[src/sv/tllp_pkg.sv]
package tllp_pkg;

   localparam logic [15:0] CH_NUL    = 16'h0000;
   localparam logic [15:0] CH_LF     = 16'h000A;
   localparam logic [15:0] CH_CR     = 16'h000D;
   localparam logic [15:0] CH_SPACE  = 16'h0020;
   localparam logic [15:0] CH_AMP    = 16'h0026;
   localparam logic [15:0] CH_QUOTE  = 16'h0027;
   localparam logic [15:0] CH_COMMA  = 16'h002C;
   localparam logic [15:0] CH_MINUS  = 16'h002D;
   localparam logic [15:0] CH_ZERO   = 16'h0030;
   localparam logic [15:0] CH_NINE   = 16'h0039;
   localparam logic [15:0] CH_LT     = 16'h003C;
   localparam logic [15:0] CH_GT     = 16'h003E;
   localparam logic [15:0] CH_UPPER_A = 16'h0041;
   localparam logic [15:0] CH_UPPER_Z = 16'h005A;
   localparam logic [15:0] CH_LBRACK = 16'h005B;
   localparam logic [15:0] CH_RBRACK = 16'h005D;
   localparam logic [15:0] CASE_FOLD = 16'h0020;

   localparam logic [1:0] KIND_TEXT = 2'd0;
   localparam logic [1:0] KIND_WORD = 2'd1;
   localparam logic [1:0] KIND_LINE = 2'd2;

   // Last position of the entity pattern "&apos;".
   localparam logic [2:0] ENTITY_LAST = 3'd5;

   typedef enum logic [3:0] {
      MODE_HDR        = 4'd0,
      MODE_HDR_BR     = 4'd1,
      MODE_LSTART     = 4'd2,
      MODE_LNUM_FRESH = 4'd3,
      MODE_LNUM_NEG   = 4'd4,
      MODE_LNUM_DIG   = 4'd5,
      MODE_LNUM_DEAD  = 4'd6,
      MODE_LNUM_SEP   = 4'd7,
      MODE_WNUM_FRESH = 4'd8,
      MODE_WNUM_NEG   = 4'd9,
      MODE_WNUM_DIG   = 4'd10,
      MODE_WNUM_DEAD  = 4'd11,
      MODE_WNUM_SEP   = 4'd12,
      MODE_TEXT       = 4'd13,
      MODE_EOL        = 4'd14,
      MODE_FLUSH      = 4'd15
   } mode_type;

   typedef enum logic [2:0] {
      SUB_FRESH,
      SUB_NEG,
      SUB_DIG,
      SUB_DEAD,
      SUB_SEP
   } sub_type;

   typedef struct packed {
      logic       is_digit;
      logic       is_minus;
      logic       is_space;
      logic       is_lbrack;
      logic       is_lt;
      logic       is_eol;
      logic       is_amp;
      logic       is_sep;
      logic       starts_line;
      logic [3:0] digit;
   } klass_type;

   typedef struct packed {
      logic [15:0] ch;
      logic        last;
      klass_type   klass;
   } item_type;

   typedef struct packed {
      logic [1:0]  kind;
      logic [15:0] char_value;
      logic [31:0] time_start;
      logic [31:0] time_length;
      logic [31:0] word_flag;
      logic [15:0] text_length;
      logic [31:0] gap;
      logic        has_gap;
   } result_type;

   typedef struct packed {
      logic step;
      logic emit;
      logic done;
   } back_ctrl_type;

   function automatic logic [15:0] entity_char(input logic [2:0] idx);
      logic [15:0] c;
      unique case (idx)
         3'd0:    c = 16'h0026;
         3'd1:    c = 16'h0061;
         3'd2:    c = 16'h0070;
         3'd3:    c = 16'h006F;
         3'd4:    c = 16'h0073;
         3'd5:    c = 16'h003B;
         default: c = 16'h0000;
      endcase
      return c;
   endfunction

   function automatic mode_type num_mode(input logic is_word, input sub_type s);
      mode_type m;
      unique case (s)
         SUB_FRESH: m = is_word ? MODE_WNUM_FRESH : MODE_LNUM_FRESH;
         SUB_NEG:   m = is_word ? MODE_WNUM_NEG : MODE_LNUM_NEG;
         SUB_DIG:   m = is_word ? MODE_WNUM_DIG : MODE_LNUM_DIG;
         SUB_DEAD:  m = is_word ? MODE_WNUM_DEAD : MODE_LNUM_DEAD;
         default:   m = is_word ? MODE_WNUM_SEP : MODE_LNUM_SEP;
      endcase
      return m;
   endfunction

endpackage

[src/sv/timed_lyric_line_parser.sv]
// Timed lyric line parser: one UTF-16 character per request on the req_
// channel (req_ch, req_last), results on the rsp_ channel, both valid/ready.
// A request yields zero to eight results: text characters, word records and
// line records; rsp_last_of_run marks the final result of each request.
// Requests enter a two-entry queue that classifies the character; the parser
// behind it takes one step per cycle while a request waits and the output
// has room, and emits at most one result per step. Most characters are
// consumed in the step that first sees them, so the sustained rate is one
// request per cycle while the output is not held. A character that ends a
// number field or a line takes extra steps: a line end inside text closes
// the word and then the line, and a letter that cuts a word header short
// closes every remaining field in turn. A broken entity is detected, then
// its held characters go out one per step, and a request with req_last set
// adds steps to flush a held entity and close the open word and line. Each
// result waits in a staging slot until the parser knows whether another
// result of the same request follows, then it is offered on rsp_valid from
// the output register. Reset empties the queue and output, returns to header
// skipping and clears all times and counts. When rsp_ready is low while a
// result is offered, the output register holds, the parser stops, and req_ready drops once the queue is full.
module timed_lyric_line_parser (
   input  logic        clock,
   input  logic        reset,
   input  logic        req_valid,
   output logic        req_ready,
   input  logic [15:0] req_ch,
   input  logic        req_last,
   output logic        rsp_valid,
   input  logic        rsp_ready,
   output logic [1:0]  rsp_kind,
   output logic [15:0] rsp_char_value,
   output logic signed [31:0] rsp_time_start,
   output logic signed [31:0] rsp_time_length,
   output logic signed [31:0] rsp_word_flag,
   output logic [15:0] rsp_text_length,
   output logic signed [31:0] rsp_gap,
   output logic        rsp_has_gap,
   output logic        rsp_last_of_run
);

   logic                    head_valid;
   tllp_pkg::item_type      head;
   logic                    out_free;
   tllp_pkg::back_ctrl_type ctrl;
   tllp_pkg::result_type    res;
   tllp_pkg::result_type    rsp_data;

   tllp_front u_front (
      .clock      (clock),
      .reset      (reset),
      .req_valid  (req_valid),
      .req_ready  (req_ready),
      .req_ch     (req_ch),
      .req_last   (req_last),
      .head_valid (head_valid),
      .head       (head),
      .pop        (ctrl.done)
   );

   tllp_back u_back (
      .clock      (clock),
      .reset      (reset),
      .head_valid (head_valid),
      .head       (head),
      .out_free   (out_free),
      .ctrl       (ctrl),
      .res        (res)
   );

   tllp_out u_out (
      .clock           (clock),
      .reset           (reset),
      .ctrl            (ctrl),
      .res             (res),
      .out_free        (out_free),
      .rsp_valid       (rsp_valid),
      .rsp_ready       (rsp_ready),
      .rsp_data        (rsp_data),
      .rsp_last_of_run (rsp_last_of_run)
   );

   assign rsp_kind = rsp_data.kind;
   assign rsp_char_value = rsp_data.char_value;
   assign rsp_time_start = rsp_data.time_start;
   assign rsp_time_length = rsp_data.time_length;
   assign rsp_word_flag = rsp_data.word_flag;
   assign rsp_text_length = rsp_data.text_length;
   assign rsp_gap = rsp_data.gap;
   assign rsp_has_gap = rsp_data.has_gap;

   a_reset_empties_output: assert property (@(posedge clock) reset |=> !rsp_valid)
      else $error("result valid right after reset");

   a_accept_fills_queue: assert property (@(posedge clock) disable iff (reset)
      (req_valid && req_ready) |=> head_valid)
      else $error("accepted request missing from queue");

   a_pop_needs_step: assert property (@(posedge clock) disable iff (reset)
      (ctrl.done || ctrl.emit) |-> (ctrl.step && head_valid && out_free))
      else $error("parser advanced without a request or output space");

   a_kind_legal: assert property (@(posedge clock) disable iff (reset)
      rsp_valid |-> (rsp_kind == tllp_pkg::KIND_TEXT || rsp_kind == tllp_pkg::KIND_WORD
                     || rsp_kind == tllp_pkg::KIND_LINE))
      else $error("illegal result kind");

endmodule

[src/sv/tllp_front.sv]
module tllp_front (
   input  logic              clock,
   input  logic              reset,
   input  logic              req_valid,
   output logic              req_ready,
   input  logic [15:0]       req_ch,
   input  logic              req_last,
   output logic              head_valid,
   output tllp_pkg::item_type head,
   input  logic              pop
);

   tllp_pkg::item_type  queue_ff [2];
   tllp_pkg::item_type  item_in;
   logic                wr_ptr_ff, wr_ptr_in;
   logic                rd_ptr_ff, rd_ptr_in;
   logic [1:0]          count_ff, count_in;
   logic                push;

   always_comb begin
      item_in.ch = req_ch;
      item_in.last = req_last;
      item_in.klass.is_digit = (req_ch >= tllp_pkg::CH_ZERO) && (req_ch <= tllp_pkg::CH_NINE);
      item_in.klass.is_minus = (req_ch == tllp_pkg::CH_MINUS);
      item_in.klass.is_space = (req_ch == tllp_pkg::CH_SPACE);
      item_in.klass.is_lbrack = (req_ch == tllp_pkg::CH_LBRACK);
      item_in.klass.is_lt = (req_ch == tllp_pkg::CH_LT);
      item_in.klass.is_eol = (req_ch == tllp_pkg::CH_CR) || (req_ch == tllp_pkg::CH_LF)
                             || (req_ch == tllp_pkg::CH_NUL);
      item_in.klass.is_amp = (req_ch == tllp_pkg::CH_AMP);
      item_in.klass.is_sep = (req_ch == tllp_pkg::CH_COMMA) || (req_ch == tllp_pkg::CH_RBRACK)
                             || (req_ch == tllp_pkg::CH_GT);
      item_in.klass.starts_line = item_in.klass.is_space || item_in.klass.is_digit
                                  || item_in.klass.is_minus || item_in.klass.is_sep
                                  || item_in.klass.is_lt;
      item_in.klass.digit = req_ch[3:0];
   end

   assign req_ready = (count_ff != 2'd2);
   assign push = req_valid && req_ready;
   assign head_valid = (count_ff != 2'd0);
   assign head = queue_ff[rd_ptr_ff];

   always_comb begin
      wr_ptr_in = push ? ~wr_ptr_ff : wr_ptr_ff;
      rd_ptr_in = pop ? ~rd_ptr_ff : rd_ptr_ff;
      count_in = count_ff + {1'b0, push} - {1'b0, pop};
   end

   always_ff @(posedge clock) begin
      if (reset) begin
         wr_ptr_ff <= 1'b0;
         rd_ptr_ff <= 1'b0;
         count_ff <= 2'd0;
      end else begin
         wr_ptr_ff <= wr_ptr_in;
         rd_ptr_ff <= rd_ptr_in;
         count_ff <= count_in;
      end
   end

   always_ff @(posedge clock) begin
      if (push) begin
         queue_ff[wr_ptr_ff] <= item_in;
      end
   end

endmodule

[src/sv/tllp_back.sv]
module tllp_back (
   input  logic                    clock,
   input  logic                    reset,
   input  logic                    head_valid,
   input  tllp_pkg::item_type      head,
   input  logic                    out_free,
   output tllp_pkg::back_ctrl_type ctrl,
   output tllp_pkg::result_type    res
);

   tllp_pkg::mode_type mode_ff, mode_in;
   logic [31:0] accum_ff, accum_in;
   logic        neg_ff, neg_in;
   logic [1:0]  field_ff, field_in;
   logic [31:0] lstart_ff, lstart_in;
   logic [31:0] ldecl_ff, ldecl_in;
   logic [31:0] wsum_ff, wsum_in;
   logic [31:0] wstart_ff, wstart_in;
   logic [31:0] wdur_ff, wdur_in;
   logic [31:0] wflag_ff, wflag_in;
   logic [15:0] wcnt_ff, wcnt_in;
   logic [15:0] lcnt_ff, lcnt_in;
   logic [31:0] prev_end_ff, prev_end_in;
   logic        prev_valid_ff, prev_valid_in;
   logic [2:0]  match_ff, match_in;
   logic [2:0]  fidx_ff, fidx_in;
   logic        fin_ff, fin_in;
   logic [15:0] held_ff [5];
   logic [15:0] held_in [5];

   logic        step;
   logic        is_word;
   tllp_pkg::sub_type sub;
   logic [31:0] value;
   logic [31:0] accum_x10;
   logic [31:0] line_len;
   logic [15:0] folded;
   logic        commit_en, word_en, line_en, text_en;
   logic [15:0] text_ch;
   logic        consumed, finalize, begin_line, begin_word, clear_num;
   logic        emit, done;
   tllp_pkg::klass_type k;

   assign step = head_valid && out_free;
   assign k = head.klass;
   assign value = neg_ff ? (32'd0 - accum_ff) : accum_ff;
   assign accum_x10 = {accum_ff[28:0], 3'b000} + {accum_ff[30:0], 1'b0};
   assign line_len = ($signed(wsum_ff) < $signed(ldecl_ff)) ? wsum_ff : ldecl_ff;
   assign folded = ((head.ch >= tllp_pkg::CH_UPPER_A) && (head.ch <= tllp_pkg::CH_UPPER_Z))
                   ? (head.ch + tllp_pkg::CASE_FOLD) : head.ch;

   always_comb begin
      is_word = 1'b0;
      sub = tllp_pkg::SUB_SEP;
      unique case (mode_ff) inside
         tllp_pkg::MODE_LNUM_FRESH: sub = tllp_pkg::SUB_FRESH;
         tllp_pkg::MODE_LNUM_NEG:   sub = tllp_pkg::SUB_NEG;
         tllp_pkg::MODE_LNUM_DIG:   sub = tllp_pkg::SUB_DIG;
         tllp_pkg::MODE_LNUM_DEAD:  sub = tllp_pkg::SUB_DEAD;
         tllp_pkg::MODE_WNUM_FRESH: begin is_word = 1'b1; sub = tllp_pkg::SUB_FRESH; end
         tllp_pkg::MODE_WNUM_NEG:   begin is_word = 1'b1; sub = tllp_pkg::SUB_NEG; end
         tllp_pkg::MODE_WNUM_DIG:   begin is_word = 1'b1; sub = tllp_pkg::SUB_DIG; end
         tllp_pkg::MODE_WNUM_DEAD:  begin is_word = 1'b1; sub = tllp_pkg::SUB_DEAD; end
         tllp_pkg::MODE_WNUM_SEP:   is_word = 1'b1;
         default:                   is_word = 1'b0;
      endcase
   end

   always_comb begin
      mode_in = mode_ff;
      accum_in = accum_ff;
      neg_in = neg_ff;
      field_in = field_ff;
      lstart_in = lstart_ff;
      ldecl_in = ldecl_ff;
      wsum_in = wsum_ff;
      wstart_in = wstart_ff;
      wdur_in = wdur_ff;
      wflag_in = wflag_ff;
      wcnt_in = wcnt_ff;
      lcnt_in = lcnt_ff;
      prev_end_in = prev_end_ff;
      prev_valid_in = prev_valid_ff;
      match_in = match_ff;
      fidx_in = fidx_ff;
      fin_in = fin_ff;
      held_in = held_ff;
      commit_en = 1'b0;
      word_en = 1'b0;
      line_en = 1'b0;
      text_en = 1'b0;
      text_ch = head.ch;
      consumed = 1'b0;
      finalize = 1'b0;
      begin_line = 1'b0;
      begin_word = 1'b0;
      clear_num = 1'b0;
      res = '0;
      emit = 1'b0;
      done = 1'b0;

      if (mode_ff == tllp_pkg::MODE_FLUSH) begin
         // Held entity characters go out one per cycle while the parser steps; the breaking character waits.
         text_en = 1'b1;
         text_ch = held_ff[fidx_ff];
         if (fidx_ff + 3'd1 == match_ff) begin
            match_in = 3'd0;
            mode_in = tllp_pkg::MODE_TEXT;
         end else begin
            fidx_in = fidx_ff + 3'd1;
         end
      end else if (fin_ff) begin
         // End of text: close whatever is open, one result at a time, before the last request is popped.
         unique case (mode_ff) inside
            tllp_pkg::MODE_HDR, tllp_pkg::MODE_HDR_BR, tllp_pkg::MODE_LSTART:
               finalize = 1'b1;
            tllp_pkg::MODE_LNUM_SEP: begin
               line_en = 1'b1;
               mode_in = tllp_pkg::MODE_LSTART;
            end
            tllp_pkg::MODE_WNUM_SEP: begin
               word_en = 1'b1;
               mode_in = tllp_pkg::MODE_EOL;
            end
            tllp_pkg::MODE_TEXT: begin
               if (match_ff != 3'd0) begin
                  fidx_in = 3'd0;
                  mode_in = tllp_pkg::MODE_FLUSH;
               end else begin
                  word_en = 1'b1;
                  mode_in = tllp_pkg::MODE_EOL;
               end
            end
            tllp_pkg::MODE_EOL: begin
               line_en = 1'b1;
               mode_in = tllp_pkg::MODE_LSTART;
            end
            default: begin
               commit_en = 1'b1;
               mode_in = tllp_pkg::num_mode(is_word, tllp_pkg::SUB_SEP);
            end
         endcase
      end else begin
         unique case (mode_ff) inside
            tllp_pkg::MODE_HDR: begin
               consumed = 1'b1;
               if (k.is_lbrack) begin
                  mode_in = tllp_pkg::MODE_HDR_BR;
               end
            end
            tllp_pkg::MODE_HDR_BR: begin
               if (k.is_lbrack) begin
                  consumed = 1'b1;
               end else if (k.is_digit) begin
                  begin_line = 1'b1;
               end else begin
                  mode_in = tllp_pkg::MODE_HDR;
                  consumed = 1'b1;
               end
            end
            tllp_pkg::MODE_LSTART: begin
               if (k.is_lbrack) begin
                  begin_line = 1'b1;
                  consumed = 1'b1;
               end else if (k.starts_line) begin
                  begin_line = 1'b1;
               end else begin
                  consumed = 1'b1;
               end
            end
            tllp_pkg::MODE_TEXT: begin
               if (match_ff != 3'd0) begin
                  if (folded == tllp_pkg::entity_char(match_ff)) begin
                     consumed = 1'b1;
                     if (match_ff == tllp_pkg::ENTITY_LAST) begin
                        text_en = 1'b1;
                        text_ch = tllp_pkg::CH_QUOTE;
                        match_in = 3'd0;
                     end else begin
                        held_in[match_ff] = head.ch;
                        match_in = match_ff + 3'd1;
                     end
                  end else begin
                     fidx_in = 3'd0;
                     mode_in = tllp_pkg::MODE_FLUSH;
                  end
               end else if (k.is_lt) begin
                  word_en = 1'b1;
                  begin_word = 1'b1;
                  consumed = 1'b1;
               end else if (k.is_eol) begin
                  word_en = 1'b1;
                  mode_in = tllp_pkg::MODE_EOL;
               end else if (k.is_amp) begin
                  held_in[0] = head.ch;
                  match_in = 3'd1;
                  consumed = 1'b1;
               end else begin
                  text_en = 1'b1;
                  consumed = 1'b1;
               end
            end
            tllp_pkg::MODE_EOL: begin
               line_en = 1'b1;
               mode_in = tllp_pkg::MODE_LSTART;
            end
            default: begin
               if (sub != tllp_pkg::SUB_SEP) begin
                  if (k.is_digit && (sub != tllp_pkg::SUB_DEAD)) begin
                     accum_in = ((sub == tllp_pkg::SUB_DIG) ? accum_x10 : 32'd0)
                                + {28'd0, k.digit};
                     mode_in = tllp_pkg::num_mode(is_word, tllp_pkg::SUB_DIG);
                     consumed = 1'b1;
                  end else if (k.is_minus && (sub != tllp_pkg::SUB_DEAD)) begin
                     consumed = 1'b1;
                     if (sub == tllp_pkg::SUB_FRESH) begin
                        neg_in = 1'b1;
                        mode_in = tllp_pkg::num_mode(is_word, tllp_pkg::SUB_NEG);
                     end else begin
                        mode_in = tllp_pkg::num_mode(is_word, tllp_pkg::SUB_DEAD);
                     end
                  end else if ((sub == tllp_pkg::SUB_DEAD) && (k.is_digit || k.is_minus)) begin
                     consumed = 1'b1;
                  end else if ((sub == tllp_pkg::SUB_FRESH) && k.is_space) begin
                     consumed = 1'b1;
                  end else begin
                     commit_en = 1'b1;
                     mode_in = tllp_pkg::num_mode(is_word, tllp_pkg::SUB_SEP);
                  end
               end else if (k.is_sep) begin
                  consumed = 1'b1;
               end else if (!is_word) begin
                  if (field_ff == 2'd0) begin
                     field_in = 2'd1;
                     clear_num = 1'b1;
                     mode_in = tllp_pkg::MODE_LNUM_FRESH;
                  end else if (k.is_lt) begin
                     begin_word = 1'b1;
                     consumed = 1'b1;
                  end else begin
                     line_en = 1'b1;
                     mode_in = tllp_pkg::MODE_LSTART;
                  end
               end else begin
                  if (field_ff < 2'd2) begin
                     field_in = field_ff + 2'd1;
                     clear_num = 1'b1;
                     mode_in = tllp_pkg::MODE_WNUM_FRESH;
                  end else begin
                     wcnt_in = 16'd0;
                     mode_in = tllp_pkg::MODE_TEXT;
                  end
               end
            end
         endcase
      end

      if (begin_line) begin
         lstart_in = 32'd0;
         ldecl_in = 32'd0;
         wsum_in = 32'd0;
         lcnt_in = 16'd0;
         field_in = 2'd0;
         clear_num = 1'b1;
         mode_in = tllp_pkg::MODE_LNUM_FRESH;
      end
      if (begin_word) begin
         wstart_in = 32'd0;
         wdur_in = 32'd0;
         wflag_in = 32'd0;
         field_in = 2'd0;
         clear_num = 1'b1;
         mode_in = tllp_pkg::MODE_WNUM_FRESH;
      end

      if (commit_en) begin
         if (is_word) begin
            if (field_ff == 2'd0) begin
               wstart_in = value;
            end else if (field_ff == 2'd1) begin
               wdur_in = value;
               wsum_in = wsum_ff + value;
            end else begin
               wflag_in = value;
            end
         end else if (field_ff == 2'd0) begin
            lstart_in = value;
         end else begin
            ldecl_in = value;
         end
      end

      if (text_en) begin
         emit = 1'b1;
         res.kind = tllp_pkg::KIND_TEXT;
         res.char_value = text_ch;
         if (wcnt_ff != 16'hFFFF) begin
            wcnt_in = wcnt_ff + 16'd1;
         end
         if (lcnt_ff != 16'hFFFF) begin
            lcnt_in = lcnt_ff + 16'd1;
         end
      end
      if (word_en) begin
         emit = 1'b1;
         res.kind = tllp_pkg::KIND_WORD;
         res.time_start = wstart_ff;
         res.time_length = wdur_ff;
         res.word_flag = wflag_ff;
         res.text_length = wcnt_ff;
      end
      if (line_en) begin
         emit = 1'b1;
         res.kind = tllp_pkg::KIND_LINE;
         res.time_start = lstart_ff;
         res.time_length = line_len;
         res.text_length = lcnt_ff;
         res.gap = prev_valid_ff ? (lstart_ff - prev_end_ff) : 32'd0;
         res.has_gap = prev_valid_ff;
         prev_end_in = lstart_ff + line_len;
         prev_valid_in = 1'b1;
      end

      if (finalize) begin
         mode_in = tllp_pkg::MODE_HDR;
         prev_valid_in = 1'b0;
         prev_end_in = 32'd0;
         match_in = 3'd0;
         field_in = 2'd0;
         clear_num = 1'b1;
         fin_in = 1'b0;
         done = 1'b1;
      end else if (consumed) begin
         if (head.last) begin
            fin_in = 1'b1;
         end else begin
            done = 1'b1;
         end
      end

      if (clear_num) begin
         accum_in = 32'd0;
         neg_in = 1'b0;
      end
   end

   assign ctrl.step = step;
   assign ctrl.emit = step && emit;
   assign ctrl.done = step && done;

   always_ff @(posedge clock) begin
      if (reset) begin
         mode_ff <= tllp_pkg::MODE_HDR;
         accum_ff <= 32'd0;
         neg_ff <= 1'b0;
         field_ff <= 2'd0;
         lstart_ff <= 32'd0;
         ldecl_ff <= 32'd0;
         wsum_ff <= 32'd0;
         wstart_ff <= 32'd0;
         wdur_ff <= 32'd0;
         wflag_ff <= 32'd0;
         wcnt_ff <= 16'd0;
         lcnt_ff <= 16'd0;
         prev_end_ff <= 32'd0;
         prev_valid_ff <= 1'b0;
         match_ff <= 3'd0;
         fidx_ff <= 3'd0;
         fin_ff <= 1'b0;
      end else if (step) begin
         mode_ff <= mode_in;
         accum_ff <= accum_in;
         neg_ff <= neg_in;
         field_ff <= field_in;
         lstart_ff <= lstart_in;
         ldecl_ff <= ldecl_in;
         wsum_ff <= wsum_in;
         wstart_ff <= wstart_in;
         wdur_ff <= wdur_in;
         wflag_ff <= wflag_in;
         wcnt_ff <= wcnt_in;
         lcnt_ff <= lcnt_in;
         prev_end_ff <= prev_end_in;
         prev_valid_ff <= prev_valid_in;
         match_ff <= match_in;
         fidx_ff <= fidx_in;
         fin_ff <= fin_in;
      end
   end

   always_ff @(posedge clock) begin
      if (step) begin
         held_ff <= held_in;
      end
   end

endmodule

[src/sv/tllp_out.sv]
module tllp_out (
   input  logic                    clock,
   input  logic                    reset,
   input  tllp_pkg::back_ctrl_type ctrl,
   input  tllp_pkg::result_type    res,
   output logic                    out_free,
   output logic                    rsp_valid,
   input  logic                    rsp_ready,
   output tllp_pkg::result_type    rsp_data,
   output logic                    rsp_last_of_run
);

   // The staging slot holds the newest result until it is known whether
   // another one of the same request follows.
   logic                 pend_valid_ff, pend_valid_in;
   logic                 pend_final_ff, pend_final_in;
   tllp_pkg::result_type pend_ff, pend_in;
   logic                 out_valid_ff, out_valid_in;
   logic                 out_last_ff, out_last_in;
   tllp_pkg::result_type out_ff, out_in;
   logic                 push;

   assign out_free = !out_valid_ff || rsp_ready;
   assign push = out_free && pend_valid_ff
                 && (pend_final_ff || ctrl.emit || ctrl.done);

   always_comb begin
      pend_valid_in = pend_valid_ff;
      pend_final_in = pend_final_ff;
      pend_in = pend_ff;
      out_valid_in = out_valid_ff;
      out_last_in = out_last_ff;
      out_in = out_ff;
      if (ctrl.emit) begin
         pend_valid_in = 1'b1;
         pend_final_in = ctrl.done;
         pend_in = res;
      end else if (push) begin
         pend_valid_in = 1'b0;
         pend_final_in = 1'b0;
      end
      if (push) begin
         out_valid_in = 1'b1;
         out_in = pend_ff;
         out_last_in = pend_final_ff || (ctrl.done && !ctrl.emit);
      end else if (rsp_ready) begin
         out_valid_in = 1'b0;
      end
   end

   always_ff @(posedge clock) begin
      if (reset) begin
         pend_valid_ff <= 1'b0;
         pend_final_ff <= 1'b0;
         out_valid_ff <= 1'b0;
      end else begin
         pend_valid_ff <= pend_valid_in;
         pend_final_ff <= pend_final_in;
         out_valid_ff <= out_valid_in;
      end
   end

   always_ff @(posedge clock) begin
      pend_ff <= pend_in;
      out_ff <= out_in;
      out_last_ff <= out_last_in;
   end

   assign rsp_valid = out_valid_ff;
   assign rsp_data = out_ff;
   assign rsp_last_of_run = out_last_ff;

endmodule
[config.mk]
export PLATFORM = sky130hd
export DESIGN_NAME = timed_lyric_line_parser
export DESIGN_NICKNAME = d
export VERILOG_FILES = /design/src/sv/tllp_pkg.sv /design/src/sv/timed_lyric_line_parser.sv /design/src/sv/tllp_front.sv /design/src/sv/tllp_back.sv /design/src/sv/tllp_out.sv
export SDC_FILE = /design/constraint.sdc
export NUM_CORES = 2
export LEC_CHECK = 0
export ABC_CLOCK_PERIOD_IN_PS = 22600
export BUFFER_PORTS_ARGS = -buffer_cell sky130_fd_sc_hd__buf_2
export CORE_ASPECT_RATIO = 0.5
export CORE_MARGIN = 1
export CORE_UTILIZATION = 65
export CTS_CLUSTER_SIZE = 20
export DETAILED_ROUTE_END_ITERATION = 10
export GPL_TIMING_DRIVEN = 0
export PLACE_DENSITY = 0.95
export SYNTH_ARGS = -nofsm -noshare
export SYNTH_HDL_FRONTEND = slang
export SYNTH_SLANG_ARGS = --single-unit
[constraint.sdc]
create_clock -name clock -period 22.6 [get_ports clock]
set_clock_uncertainty 0.05 [all_clocks]
set_input_delay 5.65 -clock clock [delete_from_list [all_inputs] [get_ports clock]]
set_output_delay 5.65 -clock clock [all_outputs]
set_load 0.03 [all_outputs]
### After elaboration in Yosys (flattened, before gate mapping)

Memories as Yosys holds them, arrays and structs flattened. A register that Yosys moved wholly into a read port is not among the register bits.
Cells that the tools add are included.

* bits in registers: 717
* input port bits: 21
* bits in writable memories: 60
* output and inout port bits: 166
* memories kept: 1
* logic and storage cells: 475

* bitwise operators: 7
* reduce and logical (&&, ||, !) cells: 73
* muxes and demuxes: 252
* eq/ne operators: 74
* add/subtract/negate cells: 14
* order comparisons: 9

Memories
* u_front.queue_ff: words 2, width 30, rd ports 1, clocked after memory_dff 1, write ports 1, RTL line tllp_front.sv:13 `tllp_pkg::item_type queue_ff [2];`

Operators with widths (count)
* $mux 32: 39
* $mux 16: 30
* $mux 80: 2
* $mux 112: 1
* $mux 1: 108
* $mux 4: 27
* $add 32x32->32: 3
* $eq 16x6->1 const B: 6
* $bwmux 80: 1
* $mux 64: 1
* $mux 3: 20
* $mux 49: 1
* $bmux 16 s3: 1
* $demux 16 s3: 1
* $pmux 7 s6: 1
* $add 16x1->16 const B: 2
* $add 32x4->32: 1
* $eq 16x4->1 const B: 2
* $eq 16x7->1 const B: 2
* $eq 4x4->1 const B: 8
* $lt 32x32->1: 1
* $ne 16x16->1 const B: 2
* $sub 1x32->32 const A: 1
* $sub 32x32->32: 1
* 70 further kinds: 167

### Depth between registers and ports, before layout

* word-level depth: 21
* depth in mapped cells: 23
* mapped depth without buffers: 22

### By module

A second synthesis with hierarchy kept.

* cells, all modules: 3565
* area total of the unflattened synthesis: 38072.8 um2

Modules (own cells, without submodules)
* tllp_back: sequential area each 8468.1 um2, times used 1, cells an instance 3073, area an instance 25720.9 um2
* tllp_out: sequential area each 9879.5 um2, times used 1, cells an instance 341, area an instance 9954.5 um2
* tllp_front: sequential area each 1661.6 um2, times used 1, cells an instance 151, area an instance 2397.3 um2

### Least setup slack after synthesis

OpenSTA, ideal clock, no wires.

* path kind: input-to-reg
* start: input rsp_ready
* end: register u_out.out_ff (netlist bit u_out.rsp_data[0]), enable pin
* stages on the path: 8
* setup time: 0.743 ns
* setup slack: 7.125 ns
* data required time: 21.807 ns
* path buffers: 2
* arrival time: 14.682 ns
* cell sequence: nand2b_1 -> o21a_1 -> clkbuf_1 -> clkbuf_1 -> nand2_1 -> o21ai_2 -> nor2_1 -> a21oi_1

* elaborated cells between the ends (all ways): 8
* classes of those cells: reduce/logical (8)

RTL lines
* from (decl): RTL line timed_lyric_line_parser.sv:28 `input logic rsp_ready,`
* $logic_or 1x1->1: RTL line tllp_out.sv:23 `assign out_free = !out_valid_ff || rsp_ready;`
* $logic_and 1x1->1: RTL line tllp_back.sv:44 `assign step = head_valid && out_free;`
* $logic_and 1x1->1: RTL line tllp_back.sv:349 `assign ctrl.done = step && done;`
* named net u_front.pop: RTL line tllp_front.sv:10 `input logic pop`
* $logic_or 1x1->1: RTL line tllp_out.sv:25 `&& (pend_final_ff || ctrl.emit || ctrl.done);`
* $logic_and 1x1->1: RTL line tllp_out.sv:25
* to (signal assigned): RTL line tllp_out.sv:65 `out_ff <= out_in;`
* to (decl): RTL line tllp_out.sv:20 `tllp_pkg::result_type out_ff, out_in;`

The timed path passes the listed nets, and every way through them passes these cells.
A chain may end at the register's enable or synchronous reset.

### Worst setup path in the final report

* start: input rsp_ready
* end: register u_out.out_ff (netlist bit u_out.rsp_data[13]), enable pin

Same word-level chain as after synthesis.

==> metrics.cfg <==
[drt]
vias_per_cell = 6.76
dr.pass1.iters = 10
vias = 31600
drt_iter0_drc = 4825
drc = 0
drt-total-wl_mm = 111
wl_per_cell_um = 23.7
drtAntennaViolNets = 0

[cts]
clock_path_buffers = 3
htree_levels = 3
cts_buffers = 67
cts_hold_buf = 0
cts_setup_buffers = 0
worstSkewPairLatency_ns = 0.63
cts.sinks = 770
clk_pin_slew_ns = 0.06
cts_resized = 0
root_buffer = clkbuf_16
cts_tree = built

[setup_path]
critPathMaxFanout = 34
r2r_cells = 21
start_kind = primary input
cp.required_ns = 22.86
arrival_ns = 9.25
r2r-start = u_back.wsum_ff[11]
worst-r2r-setup-slack_ns = 15.77
worstSetupPathType = in -> reg
endpoint_kind = register
r2r_end = u_back.prev_end_ff[31]

[yosys]
synthArstFlopShare_pct = 0
yosys_warnings = 0
netlist_area_mm2 = 0.0380
synth.distinct_cells = 102
synthCells = 3596
synth-seq-cells = 770
syn_nets = 3788
avgSynthCellArea_um2 = 10.6
synth-edff-count = 459
synth_flop_cell = edfxtp_1
seq_area_frac_synth_pct = 52.7

[sta]
finalCritPeriodShare_pct = 39.8
fin_tns_setup_ns = 0
worst_pin_slew_ns = 1.41
rsz0062_at_grt = no
period_minus_slack_ns = 8.99
finalMaxSlewViolations = 0
hold_viol_final = 0
relSlewSlack_pct = 5.77
setup_viol = 0
fmaxAchievable_mhz = 111

[layout]
n_antenna_cell = 0
fin_area_mm2 = 0.0425
area_growth_pct = 11.8
nFillCells = 3750
drive_gt1_share_pct = 10.3
finalNetCount = 4054
fin_cells = 4685

[global_route]
track_usage_pct = 36.5
grt_max_degree = 86
grt_pass1_vias = 29900
grt-ovfl-total = 0
grt_pass1_wl_mm = 168
antenna_found_initial = 1

[die]
start_util_pct = 66.0
die_h_um = 173
placementRows = 62
dieArea_mm2 = 0.0595
die_w_um = 344
num_io_pins = 187
core_mm2 = 0.0576

[worst_hold_path]
whs_path_depth = 0
min_to = u_out.rsp_data[40]
hp-start = u_out.pend_ff[40]
hold_path_class = reg -> reg

[run_status]
status = complete, no violations

[place]
dp_hpwl_mm = 79.4
place_inst = 4561
port_buffers = 186
place_area_mm2 = 0.0401
globalplace.congestion = 0.985

[run]
cap_violations = 0

[power]
power_density_mw_per_mm2 = 72.4
leakagePower_nw = 14.6
irDropWorstVdd_mv = 0.0736

kinds of logic after synthesis:
family / count (synthesis) / share of synthesized area, %
compound gates: 1019 / 18.6
xor+xnor: 154 / 3.57
fa+ha+maj: 171 / 5.73
buf+inv: 326 / 3.36
flops: 770 / 52.7
mux: 58 / 2.09
simple gates: 1098 / 14.0
cells in the mapped netlist (all sizes together) (23+ instances only):
cell	count	share of area, %
dfxtp	311	16
nor2	406	4.0
a211oi	25	0.51
inv	140	1.4
nand2	221	2.2
o21ai	184	2.5
nand2b	24	0.40
mux2i	36	0.97
edfxtp	459	36
nand3	90	1.2
a22oi	209	4.1
a31oi	23	0.38
and3	24	0.40
clkbuf	160	1.6
a22o	95	2.2
a21oi	174	2.3
o21a	29	0.57
o211ai	24	0.47
xnor2	110	2.6
or3	23	0.39
nor3	70	0.92
a21o	76	1.5
buf	25	0.37
xor2	44	1.0
ha	166	5.5
nand4	38	0.63
and2	81	1.3
worst max-delay path, stage by stage:
cell and delay (ns):
buf_2 0.08, nand2b_1 0.27, o21a_1 0.22, clkbuf_1 0.64, clkbuf_1 0.47, nand2_1 0.45
o21ai_2 0.30, nor2_1 0.13, a21oi_4 0.30, buf_12 0.26, buf_12 0.22, buf_12 0.22
power by group:
group          total [mW]  switching (mW)  internal (mW)
combinational       0.312           0.229         0.0827
sequential           1.52          0.0126           1.50
clock                1.24           0.560          0.684
total                3.07           0.801           2.27
cell type report:
class                           instances  area (µm²)  area share (%)
Tap cell                              768         961            2.26
Timing Repair Buffer                  197        1130            2.66
Clock inverter                         36         472            1.11
Buffer                                185         748            1.76
Multi-Input combinational cell       2500       16700            39.4
Inverter                              141         534            1.26
Clock buffer                           88        1880            4.43
Sequential cell                       770       20000            47.1
cell usage in the layout (no fill, tap or decap), drive strengths merged, types with 12 or more instances in the layout:
master	synthesis	layout
a211oi	25	25
o211ai	24	24
buf	25	222
o21a	29	29
o31ai	21	21
xnor2	110	110
mux4	16	16
a22o	95	95
or4	13	13
o21ai	184	184
nor2b	20	20
nand3	90	90
edfxtp	459	459
nand2	221	221
a21oi	174	174
nand2b	24	24
and3	24	24
or2	14	14
nor3	70	70
dfxtp	311	311
nor2	406	406
a31oi	23	23
and2	81	81
clkinv	1	18
a22oi	209	209
nor4	21	21
ha	166	166
a21o	76	76
mux2i	36	36
clkbuf	160	248
nand4	38	38
or3	23	23
o41ai	12	12
a211o	12	12
inv	140	149
o22ai	19	19
xor2	44	44
worst max-delay path by stage:
| stage | start | end | cells after the start |
|---|---|---|---|
| after detailed placement | rsp_ready | u_out.rsp_data[22] | 12 |
| after global placement | rsp_ready | u_out.rsp_data[24] | 9 |
| after floorplan | rsp_ready | u_out.rsp_data[0] | 8 |
| after global routing | rsp_ready | u_out.rsp_data[13] | 12 |
| final | rsp_ready | u_out.rsp_data[13] | 12 |
| after CTS | rsp_ready | u_out.rsp_data[13] | 12 |
metal layers:
metal	wire length [µm]	up-vias	track usage [%]	share of wire [%]
met1	42900	15000	49.7	39
met2	49500	2235	56.7	45
met4	4950	2	15.0	4.5
li1	-	14000	-	-
met5	7	-	0	0.0063
met3	13600	423	8.45	12
registers in the layout (all words and copies together) (netlist names), 3 cells and up, named ones only:
name,flops
u_back.wstart_ff,32
u_back.wcnt_ff,16
u_back.lcnt_ff,16
u_out.pend_ff,163
u_back.prev_end_ff,32
u_back.fidx_ff,3
u_back.lstart_ff,32
u_front.queue_ff,52
u_back.match_ff,3
u_out.rsp_data,163
u_back.accum_ff,32
u_back.wflag_ff,32
u_back.wdur_ff,32
u_back.wsum_ff,32
u_back.held_ff,80
u_back.mode_ff,4
u_back.ldecl_ff,32
stage by stage:
stage | total power [mW] | utilization (%) | worst slack [ns] | hold WS [ns]
floorplan | 1.74 | - | 7.12 | 0.350
global placement | 1.83 | 69.3 | 3.01 | 0.350
detailed placement | 1.84 | 69.7 | 13.19 | 0.355
CTS | 3.05 | 73.8 | 13.81 | 0.358
global route | 3.14 | 73.8 | 13.55 | 0.364
finish | 3.07 | 73.8 | 13.61 | 0.360
Note: power is estimated with default switching activity, not from simulation.
